--- src/rtl/csc_pkg.sv ---
`default_nettype none
package csc_pkg;

  // angle constants in Q16.16 degrees, wide enough for the wrapped range
  localparam logic signed [25:0] DEG360 = 26'sd23592960;
  localparam logic signed [25:0] DEG180 = 26'sd11796480;
  localparam logic signed [25:0] DEG90  = 26'sd5898240;

  // 360 degrees = 45 * 2^19; the high part of the angle is reduced mod 45
  localparam int          DEG_LOW_BITS = 19;
  localparam logic [13:0] DEG_MOD      = 14'd45;
  localparam logic [13:0] HI_OFFSET    = 14'd4140;   // 92 * 45, makes the high part positive

  localparam logic [63:0] PI4_Q62 = 64'h3243F6A8885A308D;
  localparam logic [63:0] PI_Q62  = 64'hC90FDAA22168C234;
  localparam logic [63:0] RAD_Q44 = ((PI_Q62 / 64'd180) + (64'd1 << 17)) >> 18;

  // pi/180 split so that each partial product fits the 32x32 multiplier
  localparam int          RAD_SPLIT = 20;
  localparam logic [31:0] RAD_LO    = 32'(RAD_Q44 & ((64'd1 << RAD_SPLIT) - 64'd1));
  localparam logic [31:0] RAD_HI    = 32'(RAD_Q44 >> RAD_SPLIT);

  localparam logic [31:0] GAIN_Q32  = 32'd2608131496;
  localparam logic [30:0] OUT_LIMIT = 31'h40000000;

  // shift-subtract quotient, evaluated at elaboration only
  function automatic logic [63:0] long_quot(logic [63:0] num, logic [63:0] den);
    logic [64:0] rem;
    logic [63:0] q;
    rem = '0;
    q   = '0;
    for (int b = 63; b >= 0; b--) begin
      rem = {rem[63:0], num[b]};
      if (rem >= {1'b0, den}) begin
        rem  = rem - {1'b0, den};
        q[b] = 1'b1;
      end
    end
    return q;
  endfunction

  // atan(2^-i) in unsigned Q62 from the truncated odd series
  function automatic logic [63:0] atan_q62(int i);
    logic [63:0] pos;
    logic [63:0] negs;
    logic [63:0] t;
    int          e;
    pos  = '0;
    negs = '0;
    if (i == 0) begin
      return PI4_Q62;
    end
    for (int k = 0; (k < 32) && (i * (2 * k + 1) <= 62); k++) begin
      e = 62 - i * (2 * k + 1);
      t = long_quot(64'd1 << e, 64'(2 * k + 1));
      if (k % 2 == 1) negs = negs + t;
      else            pos  = pos + t;
    end
    return pos - negs;
  endfunction

endpackage
`default_nettype wire

--- src/rtl/csc_rotator.sv ---
`default_nettype none
// One rotation-mode micro-rotation: shift-add on x/y, arctangent step on z.
module csc_rotator #(
  parameter int ITERATIONS     = 40,
  parameter int INTERNAL_WIDTH = 64,
  parameter int IW             = $clog2(ITERATIONS)
) (
  input  wire logic [INTERNAL_WIDTH-1:0] x_i,
  input  wire logic [INTERNAL_WIDTH-1:0] y_i,
  input  wire logic [INTERNAL_WIDTH-1:0] z_i,
  input  wire logic [IW-1:0]             iter_i,
  output logic      [INTERNAL_WIDTH-1:0] x_o,
  output logic      [INTERNAL_WIDTH-1:0] y_o,
  output logic      [INTERNAL_WIDTH-1:0] z_o
);
  import csc_pkg::*;

  localparam int W       = INTERNAL_WIDTH;
  localparam int RND_SH  = 65 - W;   // Q62 down to W-3 fraction bits

  function automatic logic [ITERATIONS-1:0][W-1:0] build_rom();
    logic [ITERATIONS-1:0][W-1:0] rom;
    logic [64:0]                  v;
    for (int i = 0; i < ITERATIONS; i++) begin
      v      = ({1'b0, atan_q62(i)} + (65'd1 << (RND_SH - 1))) >> RND_SH;
      rom[i] = v[W-1:0];
    end
    return rom;
  endfunction

  localparam logic [ITERATIONS-1:0][W-1:0] ATAN_ROM = build_rom();

  logic [W-1:0] xs;
  logic [W-1:0] ys;
  logic [W-1:0] step;

  // shifts past the width fill with the sign bit
  assign xs   = W'($signed(x_i) >>> iter_i);
  assign ys   = W'($signed(y_i) >>> iter_i);
  assign step = ATAN_ROM[iter_i];

  always_comb begin
    if (!z_i[W-1]) begin
      x_o = x_i - ys;
      y_o = y_i + xs;
      z_o = z_i - step;
    end else begin
      x_o = x_i + ys;
      y_o = y_i - xs;
      z_o = z_i + step;
    end
  end

endmodule
`default_nettype wire

--- src/rtl/cordic_sine_cosine_unit.sv ---
`default_nettype none
// Channel  | Ports                                              | Handshake
// ---------+----------------------------------------------------+---------------------------
// input    | in_angle_degrees                                   | start & !busy
// result   | out_sine_value, out_cosine_value, out_angle_mirrored | out_strobe, one cycle
//
// A word is accepted only while idle, so the next accept waits for the result;
// the micro-rotation loop runs one rotator per cycle.
// Ahead of the loop: wrap, fold, two partial products for degrees to radians.
// After it: magnitude, rounding, two gain products on the shared multiplier.
// busy is high from the accept until the result is registered; the strobe
// cycle already accepts the next word; the receiver never stalls. rst_n: sync, active low.
module cordic_sine_cosine_unit #(
  parameter int ITERATIONS     = 40,
  parameter int INTERNAL_WIDTH = 64
) (
  input  wire logic               clk,
  input  wire logic               rst_n,
  input  wire logic               start,
  input  wire logic signed [31:0] in_angle_degrees,
  output logic                    busy,
  output logic                    out_strobe,
  output logic signed [31:0]      out_sine_value,
  output logic signed [31:0]      out_cosine_value,
  output logic                    out_angle_mirrored
);
  import csc_pkg::*;

  localparam int W    = INTERNAL_WIDTH;
  localparam int FRAC = W - 3;
  localparam int IW   = $clog2(ITERATIONS);

  // radians product is Q60
  localparam int          ZL    = (FRAC >= 60) ? FRAC - 60 : 0;
  localparam int          ZR    = (FRAC >= 60) ? 0 : 60 - FRAC;
  localparam logic [63:0] ZHALF = (ZR > 0) ? (64'd1 << ((ZR > 0) ? ZR - 1 : 0)) : 64'd0;
  // output magnitude goes to Q31 before the gain
  localparam int          SR     = (FRAC >= 31) ? FRAC - 31 : 0;
  localparam int          SL     = (FRAC >= 31) ? 0 : 31 - FRAC;
  localparam logic [65:0] HALF31 = (SR > 0) ? (66'd1 << ((SR > 0) ? SR - 1 : 0)) : 66'd0;

  localparam logic [IW-1:0] LAST_ITER = IW'(ITERATIONS - 1);
  localparam logic [IW-1:0] ITER_ONE  = IW'(1);
  localparam logic [W-1:0]  X_INIT    = W'(1) << FRAC;

  localparam logic [3:0] S_IDLE  = 4'd0;
  localparam logic [3:0] S_WRAP  = 4'd1;
  localparam logic [3:0] S_FOLD  = 4'd2;
  localparam logic [3:0] S_RAD0  = 4'd3;
  localparam logic [3:0] S_RAD1  = 4'd4;
  localparam logic [3:0] S_RAD2  = 4'd5;
  localparam logic [3:0] S_ZINIT = 4'd6;
  localparam logic [3:0] S_ITER  = 4'd7;
  localparam logic [3:0] S_MAG   = 4'd8;
  localparam logic [3:0] S_RND   = 4'd9;
  localparam logic [3:0] S_MULY  = 4'd10;
  localparam logic [3:0] S_MULX  = 4'd11;
  localparam logic [3:0] S_FINX  = 4'd12;
  localparam logic [3:0] S_OUT   = 4'd13;

  // wrap into (-180,180]: low 19 bits pass, the high part is reduced mod 45
  function automatic logic signed [25:0] wrap_angle(logic [31:0] a);
    logic [13:0]        hu;
    logic [13:0]        step;
    logic signed [25:0] r;
    hu = {a[31], a[31:DEG_LOW_BITS]} + HI_OFFSET;
    for (int k = 7; k >= 0; k--) begin
      step = DEG_MOD << k;
      if (hu >= step) hu = hu - step;
    end
    r = $signed({1'b0, hu[5:0], a[DEG_LOW_BITS-1:0]});
    if (r > DEG180) r = r - DEG360;
    return r;
  endfunction

  function automatic logic [31:0] round_q31(logic [W-1:0] m);
    logic [65:0] t;
    t = (({{(66 - W){1'b0}}, m} + HALF31) >> SR) << SL;
    if (t > 66'hFFFFFFFF) return 32'hFFFFFFFF;
    return t[31:0];
  endfunction

  function automatic logic [30:0] gain_round(logic [63:0] p);
    logic [64:0] t;
    t = ({1'b0, p} + (65'd1 << 32)) >> 33;
    if (t[30:0] > OUT_LIMIT) return OUT_LIMIT;
    return t[30:0];
  endfunction

  logic [3:0]         state_r;
  logic [3:0]         state_nxt;
  logic [31:0]        ang_r;
  logic signed [25:0] rs_r;
  logic [22:0]        m_r;
  logic               zneg_r;
  logic               mir_r;
  logic [63:0]        mul_r;
  logic [31:0]        mul_a;
  logic [31:0]        mul_b;
  logic [63:0]        acc_r;
  logic [W-1:0]       x_r;
  logic [W-1:0]       y_r;
  logic [W-1:0]       z_r;
  logic [W-1:0]       x_nxt;
  logic [W-1:0]       y_nxt;
  logic [W-1:0]       z_nxt;
  logic [IW-1:0]      iter_r;
  logic               xneg_r;
  logic               yneg_r;
  logic [W-1:0]       mx_r;
  logic [W-1:0]       my_r;
  logic [31:0]        mx31_r;
  logic [31:0]        my31_r;
  logic [30:0]        ry_r;
  logic [30:0]        rx_r;
  logic signed [25:0] fold;
  logic               fold_mir;
  logic [W-1:0]       zm;
  logic [31:0]        ry_ext;
  logic [31:0]        rx_ext;

  csc_rotator #(
    .ITERATIONS     (ITERATIONS),
    .INTERNAL_WIDTH (INTERNAL_WIDTH),
    .IW             (IW)
  ) u_rotator (
    .x_i    (x_r),
    .y_i    (y_r),
    .z_i    (z_r),
    .iter_i (iter_r),
    .x_o    (x_nxt),
    .y_o    (y_nxt),
    .z_o    (z_nxt)
  );

  assign busy = (state_r != S_IDLE);

  // mirror about +/-90; exactly +/-90 stays
  always_comb begin
    fold     = rs_r;
    fold_mir = 1'b0;
    if (rs_r > DEG90) begin
      fold     = DEG180 - rs_r;
      fold_mir = 1'b1;
    end else if (rs_r < -DEG90) begin
      fold     = -DEG180 - rs_r;
      fold_mir = 1'b1;
    end
  end

  assign zm = W'((acc_r >> ZR) << ZL);

  always_comb begin
    unique case (state_r)
      S_RAD0:  begin mul_a = {9'd0, m_r}; mul_b = RAD_LO;   end
      S_RAD1:  begin mul_a = {9'd0, m_r}; mul_b = RAD_HI;   end
      S_MULY:  begin mul_a = my31_r;      mul_b = GAIN_Q32; end
      S_MULX:  begin mul_a = mx31_r;      mul_b = GAIN_Q32; end
      default: begin mul_a = '0;          mul_b = '0;       end
    endcase
  end

  always_comb begin
    state_nxt = state_r;
    unique case (state_r)
      S_IDLE:  if (start) state_nxt = S_WRAP;
      S_WRAP:  state_nxt = S_FOLD;
      S_FOLD:  state_nxt = S_RAD0;
      S_RAD0:  state_nxt = S_RAD1;
      S_RAD1:  state_nxt = S_RAD2;
      S_RAD2:  state_nxt = S_ZINIT;
      S_ZINIT: state_nxt = S_ITER;
      S_ITER:  if (iter_r == LAST_ITER) state_nxt = S_MAG;
      S_MAG:   state_nxt = S_RND;
      S_RND:   state_nxt = S_MULY;
      S_MULY:  state_nxt = S_MULX;
      S_MULX:  state_nxt = S_FINX;
      S_FINX:  state_nxt = S_OUT;
      S_OUT:   state_nxt = S_IDLE;
      default: state_nxt = S_IDLE;
    endcase
  end

  always_ff @(posedge clk) begin
    if (!rst_n) begin
      state_r    <= S_IDLE;
      out_strobe <= 1'b0;
    end else begin
      state_r    <= state_nxt;
      out_strobe <= (state_r == S_OUT);
    end
  end

  assign ry_ext = {1'b0, ry_r};
  assign rx_ext = {1'b0, rx_r};

  always_ff @(posedge clk) begin
    mul_r <= mul_a * mul_b;
    unique case (state_r)
      S_IDLE:  if (start) ang_r <= in_angle_degrees;
      S_WRAP:  rs_r <= wrap_angle(ang_r);
      S_FOLD: begin
        mir_r  <= fold_mir;
        zneg_r <= fold[25];
        m_r    <= fold[25] ? 23'(-fold) : fold[22:0];
      end
      S_RAD0:  ;
      S_RAD1:  acc_r <= mul_r + ZHALF;
      S_RAD2:  acc_r <= acc_r + (mul_r << RAD_SPLIT);
      S_ZINIT: begin
        z_r    <= zneg_r ? -zm : zm;
        x_r    <= X_INIT;
        y_r    <= '0;
        iter_r <= '0;
      end
      S_ITER: begin
        x_r    <= x_nxt;
        y_r    <= y_nxt;
        z_r    <= z_nxt;
        iter_r <= iter_r + ITER_ONE;
      end
      S_MAG: begin
        xneg_r <= x_r[W-1];
        yneg_r <= y_r[W-1];
        mx_r   <= x_r[W-1] ? -x_r : x_r;
        my_r   <= y_r[W-1] ? -y_r : y_r;
      end
      S_RND: begin
        mx31_r <= round_q31(mx_r);
        my31_r <= round_q31(my_r);
      end
      S_MULY:  ;
      S_MULX:  ry_r <= gain_round(mul_r);
      S_FINX:  rx_r <= gain_round(mul_r);
      S_OUT: begin
        // mirror negation folds into the sign of x; a zero stays zero
        out_sine_value     <= yneg_r ? -$signed(ry_ext) : $signed(ry_ext);
        out_cosine_value   <= (xneg_r ^ mir_r) ? -$signed(rx_ext) : $signed(rx_ext);
        out_angle_mirrored <= mir_r;
      end
      default: ;
    endcase
  end

endmodule
`default_nettype wire
--- config.mk ---
export PLATFORM = sky130hd
export DESIGN_NAME = cordic_sine_cosine_unit
export DESIGN_NICKNAME = d
export VERILOG_FILES = /design/src/rtl/csc_pkg.sv /design/src/rtl/csc_rotator.sv /design/src/rtl/cordic_sine_cosine_unit.sv
export SDC_FILE = /design/constraint.sdc
export NUM_CORES = 2
export LEC_CHECK = 0
export BUFFER_PORTS_ARGS = -buffer_cell sky130_fd_sc_hd__buf_4
export CELL_PAD_IN_SITES_DETAIL_PLACEMENT = 1
export CELL_PAD_IN_SITES_GLOBAL_PLACEMENT = 1
export CORE_MARGIN = 2
export CORE_UTILIZATION = 45
export DETAILED_ROUTE_END_ITERATION = 6
export PLACE_DENSITY = 0.79
export SYNTH_ARGS = -nofsm -noshare
export SYNTH_HDL_FRONTEND = slang
export SYNTH_SLANG_ARGS = --single-unit
--- constraint.sdc ---
create_clock -name clk -period 13.15 [get_ports clk]
set_input_delay 3.945 -clock clk [delete_from_list [all_inputs] [get_ports clk]]
set_output_delay 3.945 -clock clk [all_outputs]
set_load 0.02 [all_outputs]
; Word level (Yosys, flattened, before mapping)
; Memory sizes are Yosys's and may differ from the RTL's. A register that Yosys moved wholly into a read port is not among the register bits.
; Index checks and enable logic that the tools add are counted.
[totals]
output_inout_bits = 67
wordCells = 157
mem_bits_ro = 4096
ff_bits = 735
inputBits = 35
n_memories = 1
[classes]
n_eq_ne = 16
addsub = 29
muxes = 55
shifts = 2
n_bitwise = 1
n_lt_le_gt_ge = 15
mul = 1
reduce_logical = 8
[memory_table]
columns = name, depth, width, read_ports, rd_clocked_by_memory_dff, wr, line_no
row1 = (no name shown), 64, 64, 1, 1, 0, csc_rotator.sv:40  ; assign step = ATAN_ROM[iter_i];
[op_table]
columns = operator, count
row1 = $pmux 64 s2, 4
row2 = $mux 64, 5
row3 = $add 64x64->64, 4
row4 = $mux 14, 14
row5 = $neg 64->64, 3
row6 = $pmux 32 s3, 2
row7 = $sub 64x64->64, 3
row8 = $mux 31, 5
row9 = $add 64x30->65 const B, 2
row10 = $mux 32, 4
row11 = $sshr 64x6->64, 2
row12 = $mux 63, 2
row13 = $gt 35x32->1 const B, 2
row14 = $add 64x33->64 const B, 1
row15 = $mul 32x32->64, 1
row16 = $neg 31->32, 2
row17 = $mux 26, 2
row18 = $pmux 4 s13, 1
row19 = $sub 25x26->26 const A, 2
row20 = $gt 31x31->1 const B, 1
row21 = $gt 26x24->1 const B, 1
row22 = $lt 26x24->1 const B, 1
row23 = $sub 25x25->26 const B, 1
row24 = $gt 25x24->1 const B, 1
row25 = 38 further kinds, 61

; Logic depth before layout (Yosys ltp)
[logic_depth]
depth_word = 27
ltp_mapped = 52
ltp_nobuf = 49

; Hierarchy
; From an unflattened synthesis, not the netlist that was laid out.
[unflattened]
hier_cells = 9155
area_unflattened_um2 = 86585.5
[by_module_without_submodules]
columns = mod, seq_area_each_um2, instances, cells_per_inst, area_each_um2
row1 = cordic_sine_cosine_unit, 19608.8, 1, 5515, 59256.8
row2 = csc_rotator, 0.0, 1, 3640, 27328.7

; Least setup slack after synthesis
; Ideal clock, no wire load.
[synth_path]
path_type = reg-to-reg
from = register iter_r[0]
to = register y_r[63], data pin
t_required_ns = 12.884
period_less_slack_ns = 9.892
arrival_time_ns = 9.626
setup_slack_ns = 3.258
n_path_buf = 5
path_stages_with_launch = 45
setup_ns = 0.266
path_cell_list = edfxtp_1 -> clkbuf_1 -> buf_1 -> buf_1 -> clkbuf_1 -> clkbuf_1 -> nand2_1 -> o21ai_0 -> mux2i_1 -> mux2i_1 -> mux2i_1 -> mux2i_1 -> ha_1 -> a21oi_1 -> ha_1 -> nor2b_1 -> o21ai_0 -> a21boi_0 -> (+9 left out) -> o211ai_1 -> a2111oi_0 -> o31ai_1 -> o211ai_1 -> a31o_2 -> a41oi_1 -> a41o_1 -> or4_1 -> a31o_2 -> a21o_1 -> and2_1 -> a221oi_1 -> o21ai_0 -> inv_1 -> o21ai_0 -> a211oi_1 -> xnor2_1 -> nor2_1
[synth_via]
elab_chain_cells = 4
elab_cells_between_ends = 5
cone_classes = add/sub (2) / shift (1) / mux (2)
[synth_lines]
columns = element, line_no
row1 = start: declaration, cordic_sine_cosine_unit.sv:107  ; logic [IW-1:0] iter_r;
row2 = start signal: assignment, cordic_sine_cosine_unit.sv:220  ; iter_r <= iter_r + ITER_ONE;
row3 = $sshr 64x6->64 *, csc_rotator.sv:38  ; assign xs = W'($signed(x_i) >>> iter_i);
row4 = $add 64x64->64 / $sub 64x64->64 (equally long branches), "csc_rotator.sv:45, csc_rotator.sv:49"
row5 = $mux 64 *, csc_rotator.sv:43  ; if (!z_i[W-1]) begin
row6 = $pmux 64 s2 *, cordic_sine_cosine_unit.sv:199  ; unique case (state_r)
row7 = end signal: assignment, cordic_sine_cosine_unit.sv:218  ; y_r <= y_nxt;
row8 = end: declaration, cordic_sine_cosine_unit.sv:102  ; logic [W-1:0] y_r;
; Mark *: on every way between the ends. The rest lies on a longest branch, timed or not.
; A chain may end at the register's enable or synchronous reset.

; Worst setup path after layout
[layout_path]
from = register state_r[2]
to = register mul_r[63]
[layout_via]
elab_chain_cells = 4
elab_cells_between_ends = 9
cone_classes = mul (1) / eq/ne (4) / mux (2) / reduce/logical (2)
[layout_lines]
columns = element, line_no
row1 = start: declaration, cordic_sine_cosine_unit.sv:90  ; logic [3:0] state_r;
row2 = start signal: assignment, cordic_sine_cosine_unit.sv:189  ; state_r <= state_nxt;
row3 = $eq 4x3->1 (tied with other cells), cordic_sine_cosine_unit.sv:154  ; unique case (state_r)
row4 = $reduce_or 2->1 (no line), n/a
row5 = $pmux 32 s3, cordic_sine_cosine_unit.sv:154
row6 = $mul 32x32->64 *, cordic_sine_cosine_unit.sv:198  ; mul_r <= mul_a * mul_b;
row7 = end signal: assignment, cordic_sine_cosine_unit.sv:198
row8 = end: declaration, cordic_sine_cosine_unit.sv:97  ; logic [63:0] mul_r;
; Marks and branches as above.

==> results.tsv <==
stage	metric	value	unit
run_status	status	complete, no violations	
setup_path	WP data arrival	12.82	ns
sta	Max Slew Vio Count	0	
setup_path	max incr delay on CP	0.77	ns
detailed_routing	Starting DRT DRC Count	4626	
synthesis	top area cells in the synthesized netlist	edfxtp_1 22%, fa_1 17%, ha_1 9.5%	
floorplanning	Die Area	186000	sq um
sta	period utilisation layout	92.4	%
sta	min Tclk post-route	12.16	ns
setup_path	Slowest cell on crit path	a22oi_1	
synthesis	Post-synth top cells	1104 x inv_1, 909 x nand2_1, 712 x fa_1, 694 x nor2_1, 628 x ha_1	
worst_hold_path	Hold Crit Class	reg -> reg	
pwr	total power	8.96	mW
sta	Worst Setup Slack, final	0.994	ns
synthesis	sequential-to-total area share from yosys stat	25.3	%
floorplanning	# IOs	102	
grt	number of global-route vias before repair	71900	
floorplanning	Die Width	432	um
placed_design	post-DP HPWL	227000	um
clock_network	CTS Buf Count	90	
pwr	pwr dens	101	nW/um^2
layout	share of cells above drive strength 1	6.34	%
setup_path	Critical Path RT	13.81	ns
synthesis	area leader, netlist	edfxtp_1	
clock_network	clk buf depth	3	
placed_design	gpl congestion	0.992	
sta	RSZ-0062 raised after global routing	false	
sta	Fmax	82.3	MHz
clock_network	CTS tree	yes	
clock_network	Root Driver	clkbuf_16	
layout	NumNets Final	10300	
synthesis	Yosys top cell area share	22.1	%
detailed_routing	Routed Antenna Nets	0	
setup_path	crit path max fanout	19	
setup_path	critical path type	reg -> reg	
grt	remaining global-route overflow	0	
detailed_routing	DR vias/cell	5.88	
synthesis	Post-Syn Area	82300	sq um
synthesis	synth unique cells	111	
clock_network	hold_buf cts	0	
detailed_routing	Initial DRT Pass Iterations	5	
setup_path	R2R setup slack	0.99	ns
clock_network	post-CTS sizing	0	
sta	final hold violations	0	
grt	Total Routing Usage GR	29.8	%
clock_network	clk slew on worst S/H paths	0.06	ns
synthesis	Yosys reg bits	737	
job	Max-cap violations	0	
sta	setup_tns	0	ns
floorplanning	Initial Util	45.4	%
grt	first-pass GRT wire length	429000	um
pwr	P_leak	39.3	nW
sta	worst slew pin tran	1.19	ns
setup_path	Startpoint Class	flop	
setup_path	CP dominant cell by count	inv_1	
synthesis	Synth Instances	8940	
placed_design	# port buffers	101	
setup_path	Setup crit end kind	flop	
floorplanning	core area	181000	sq um
detailed_routing	wire length per cell	24.5	um
detailed_routing	via count	67000	
detailed_routing	routed wire length	279000	um
floorplanning	Rows	156	
clock_network	Setup Buffers After CTS	0	
synthesis	Post-synth ARST share	0	%
placed_design	worst slack at placement	1.19	ns
synthesis	Syn. warnings	0	
sta	final setup vio count	0	
sta	Clock Skew	0.0720	ns
grt	initial antenna violation count	4	
synthesis	Main synth FF type	edfxtp_1	
synthesis	post-synthesis area per instance	9.21	sq um
layout	area grow syn2layout	7.92	%
setup_path	CP bufs+invs	9	
grt	pin count of the biggest net entering global routing	149	
clock_network	clk sinks	737	
floorplanning	Die Ht	432	um
sta	slew margin rel.	20.0	%
pwr	Peak VDD IR	0.000340	V
detailed_routing	Residual DRC	0	
synthesis	EDFF count, synth	607	
clock_network	clk_lat worst skew	0.79	ns
setup_path	cell family with most CP delay	compound AO/OA/AOI/OAI gates	
clock_network	CTS H-tree depth	3	
synthesis	cell with the most instances after synthesis	inv_1	
[registers in the layout, summed over array words and instances (netlist names), 35 cells and up]
name,cells
mul_r,64
mx_r,35
my_r,35
acc_r,63
z_r,64
u_rotator.step,61
x_r,64
y_r,64
[per-stage QoR]
stage	std cells	area (sq um)	hold slack, ns	utilization (%)
after floorplan	9009	82600	0.417	-
after global placement	11200	85800	0.425	47.3
after detailed placement	11200	85800	0.443	47.3
after CTS	11400	88900	0.457	49.0
after global routing	11400	88900	0.479	49.0
final	11400	88900	0.460	49.0
[worst paths after layout]
kind | end | depth (start not counted) | start
worst max-delay path | mul_r[63] | 49 | state_r[2]
worst min-delay path | rs_r[1] | 0 | ang_r[1]
worst max register to register | mul_r[63] | 49 | state_r[2]
worst min register to register | rs_r[1] | 0 | ang_r[1]
[layout make-up]
class	instances	area, sq um
Fill cell	20700	92500
Sequential cell	737	20800
Timing Repair Buffer	178	1440
Clock buffer	115	2420
Tap cell	2370	2970
Clock inverter	54	628
Antenna cell	1	2.50
Inverter	1108	4170
Multi-Input combinational cell	6826	56400
[where the power goes]
part | switching [mW] | internal, mW | leakage, nW
Clock | 1.16 | 1.46 | 1.47
Sequential | 0.178 | 2.77 | 6.49
Combinational | 2.05 | 1.34 | 31.3
Total | 3.39 | 5.57 | 39.3
[layer usage]
layer / vias up / track usage [%] / part of all wire, %
met5: - / 0 / 0.0061
met3: 630 / 3.89 / 5.1
met2: 1947 / 51.1 / 49
met1: 33800 / 36.6 / 40
li1: 30600 / - / -
met4: 2 / 15.2 / 5.8
[logic make-up after synthesis]
kind of cell	after synthesis	synth area share, %
other	2	0.00912
DFF	737	25.3
adders and majority gates	1342	26.9
buffers and inverters	1446	6.65
and+or+nand+nor	2560	14.3
AOI/OAI and AO/OA	1784	13.5
xor gates and xnor gates	786	8.40
muxes	283	4.99
[placed cells by master, fill, tap and decap left out, types with 51 or more instances in the layout]
cell type,instances
o31ai_1,73
a21oi_1,502
a211oi_1,56
nor2_1,686
a21o_1,104
nor3_1,162
nor2b_1,71
mux2_2,52
nand2b_1,72
buf_4,170
clkbuf_16,91
conb_1,71
ha_1,628
a31oi_1,111
mux2i_1,134
xnor2_1,467
or3_1,66
dfxtp_1,130
o21a_1,55
nand3_1,178
and2_1,84
fa_1,712
edfxtp_1,607
mux4_2,97
o21ai_0,494
nand2_1,908
xor2_1,316
o21bai_1,51
nor4_1,57
and3_1,87
inv_1,1102
No activity file was read; power rests on OpenSTA's default activity.
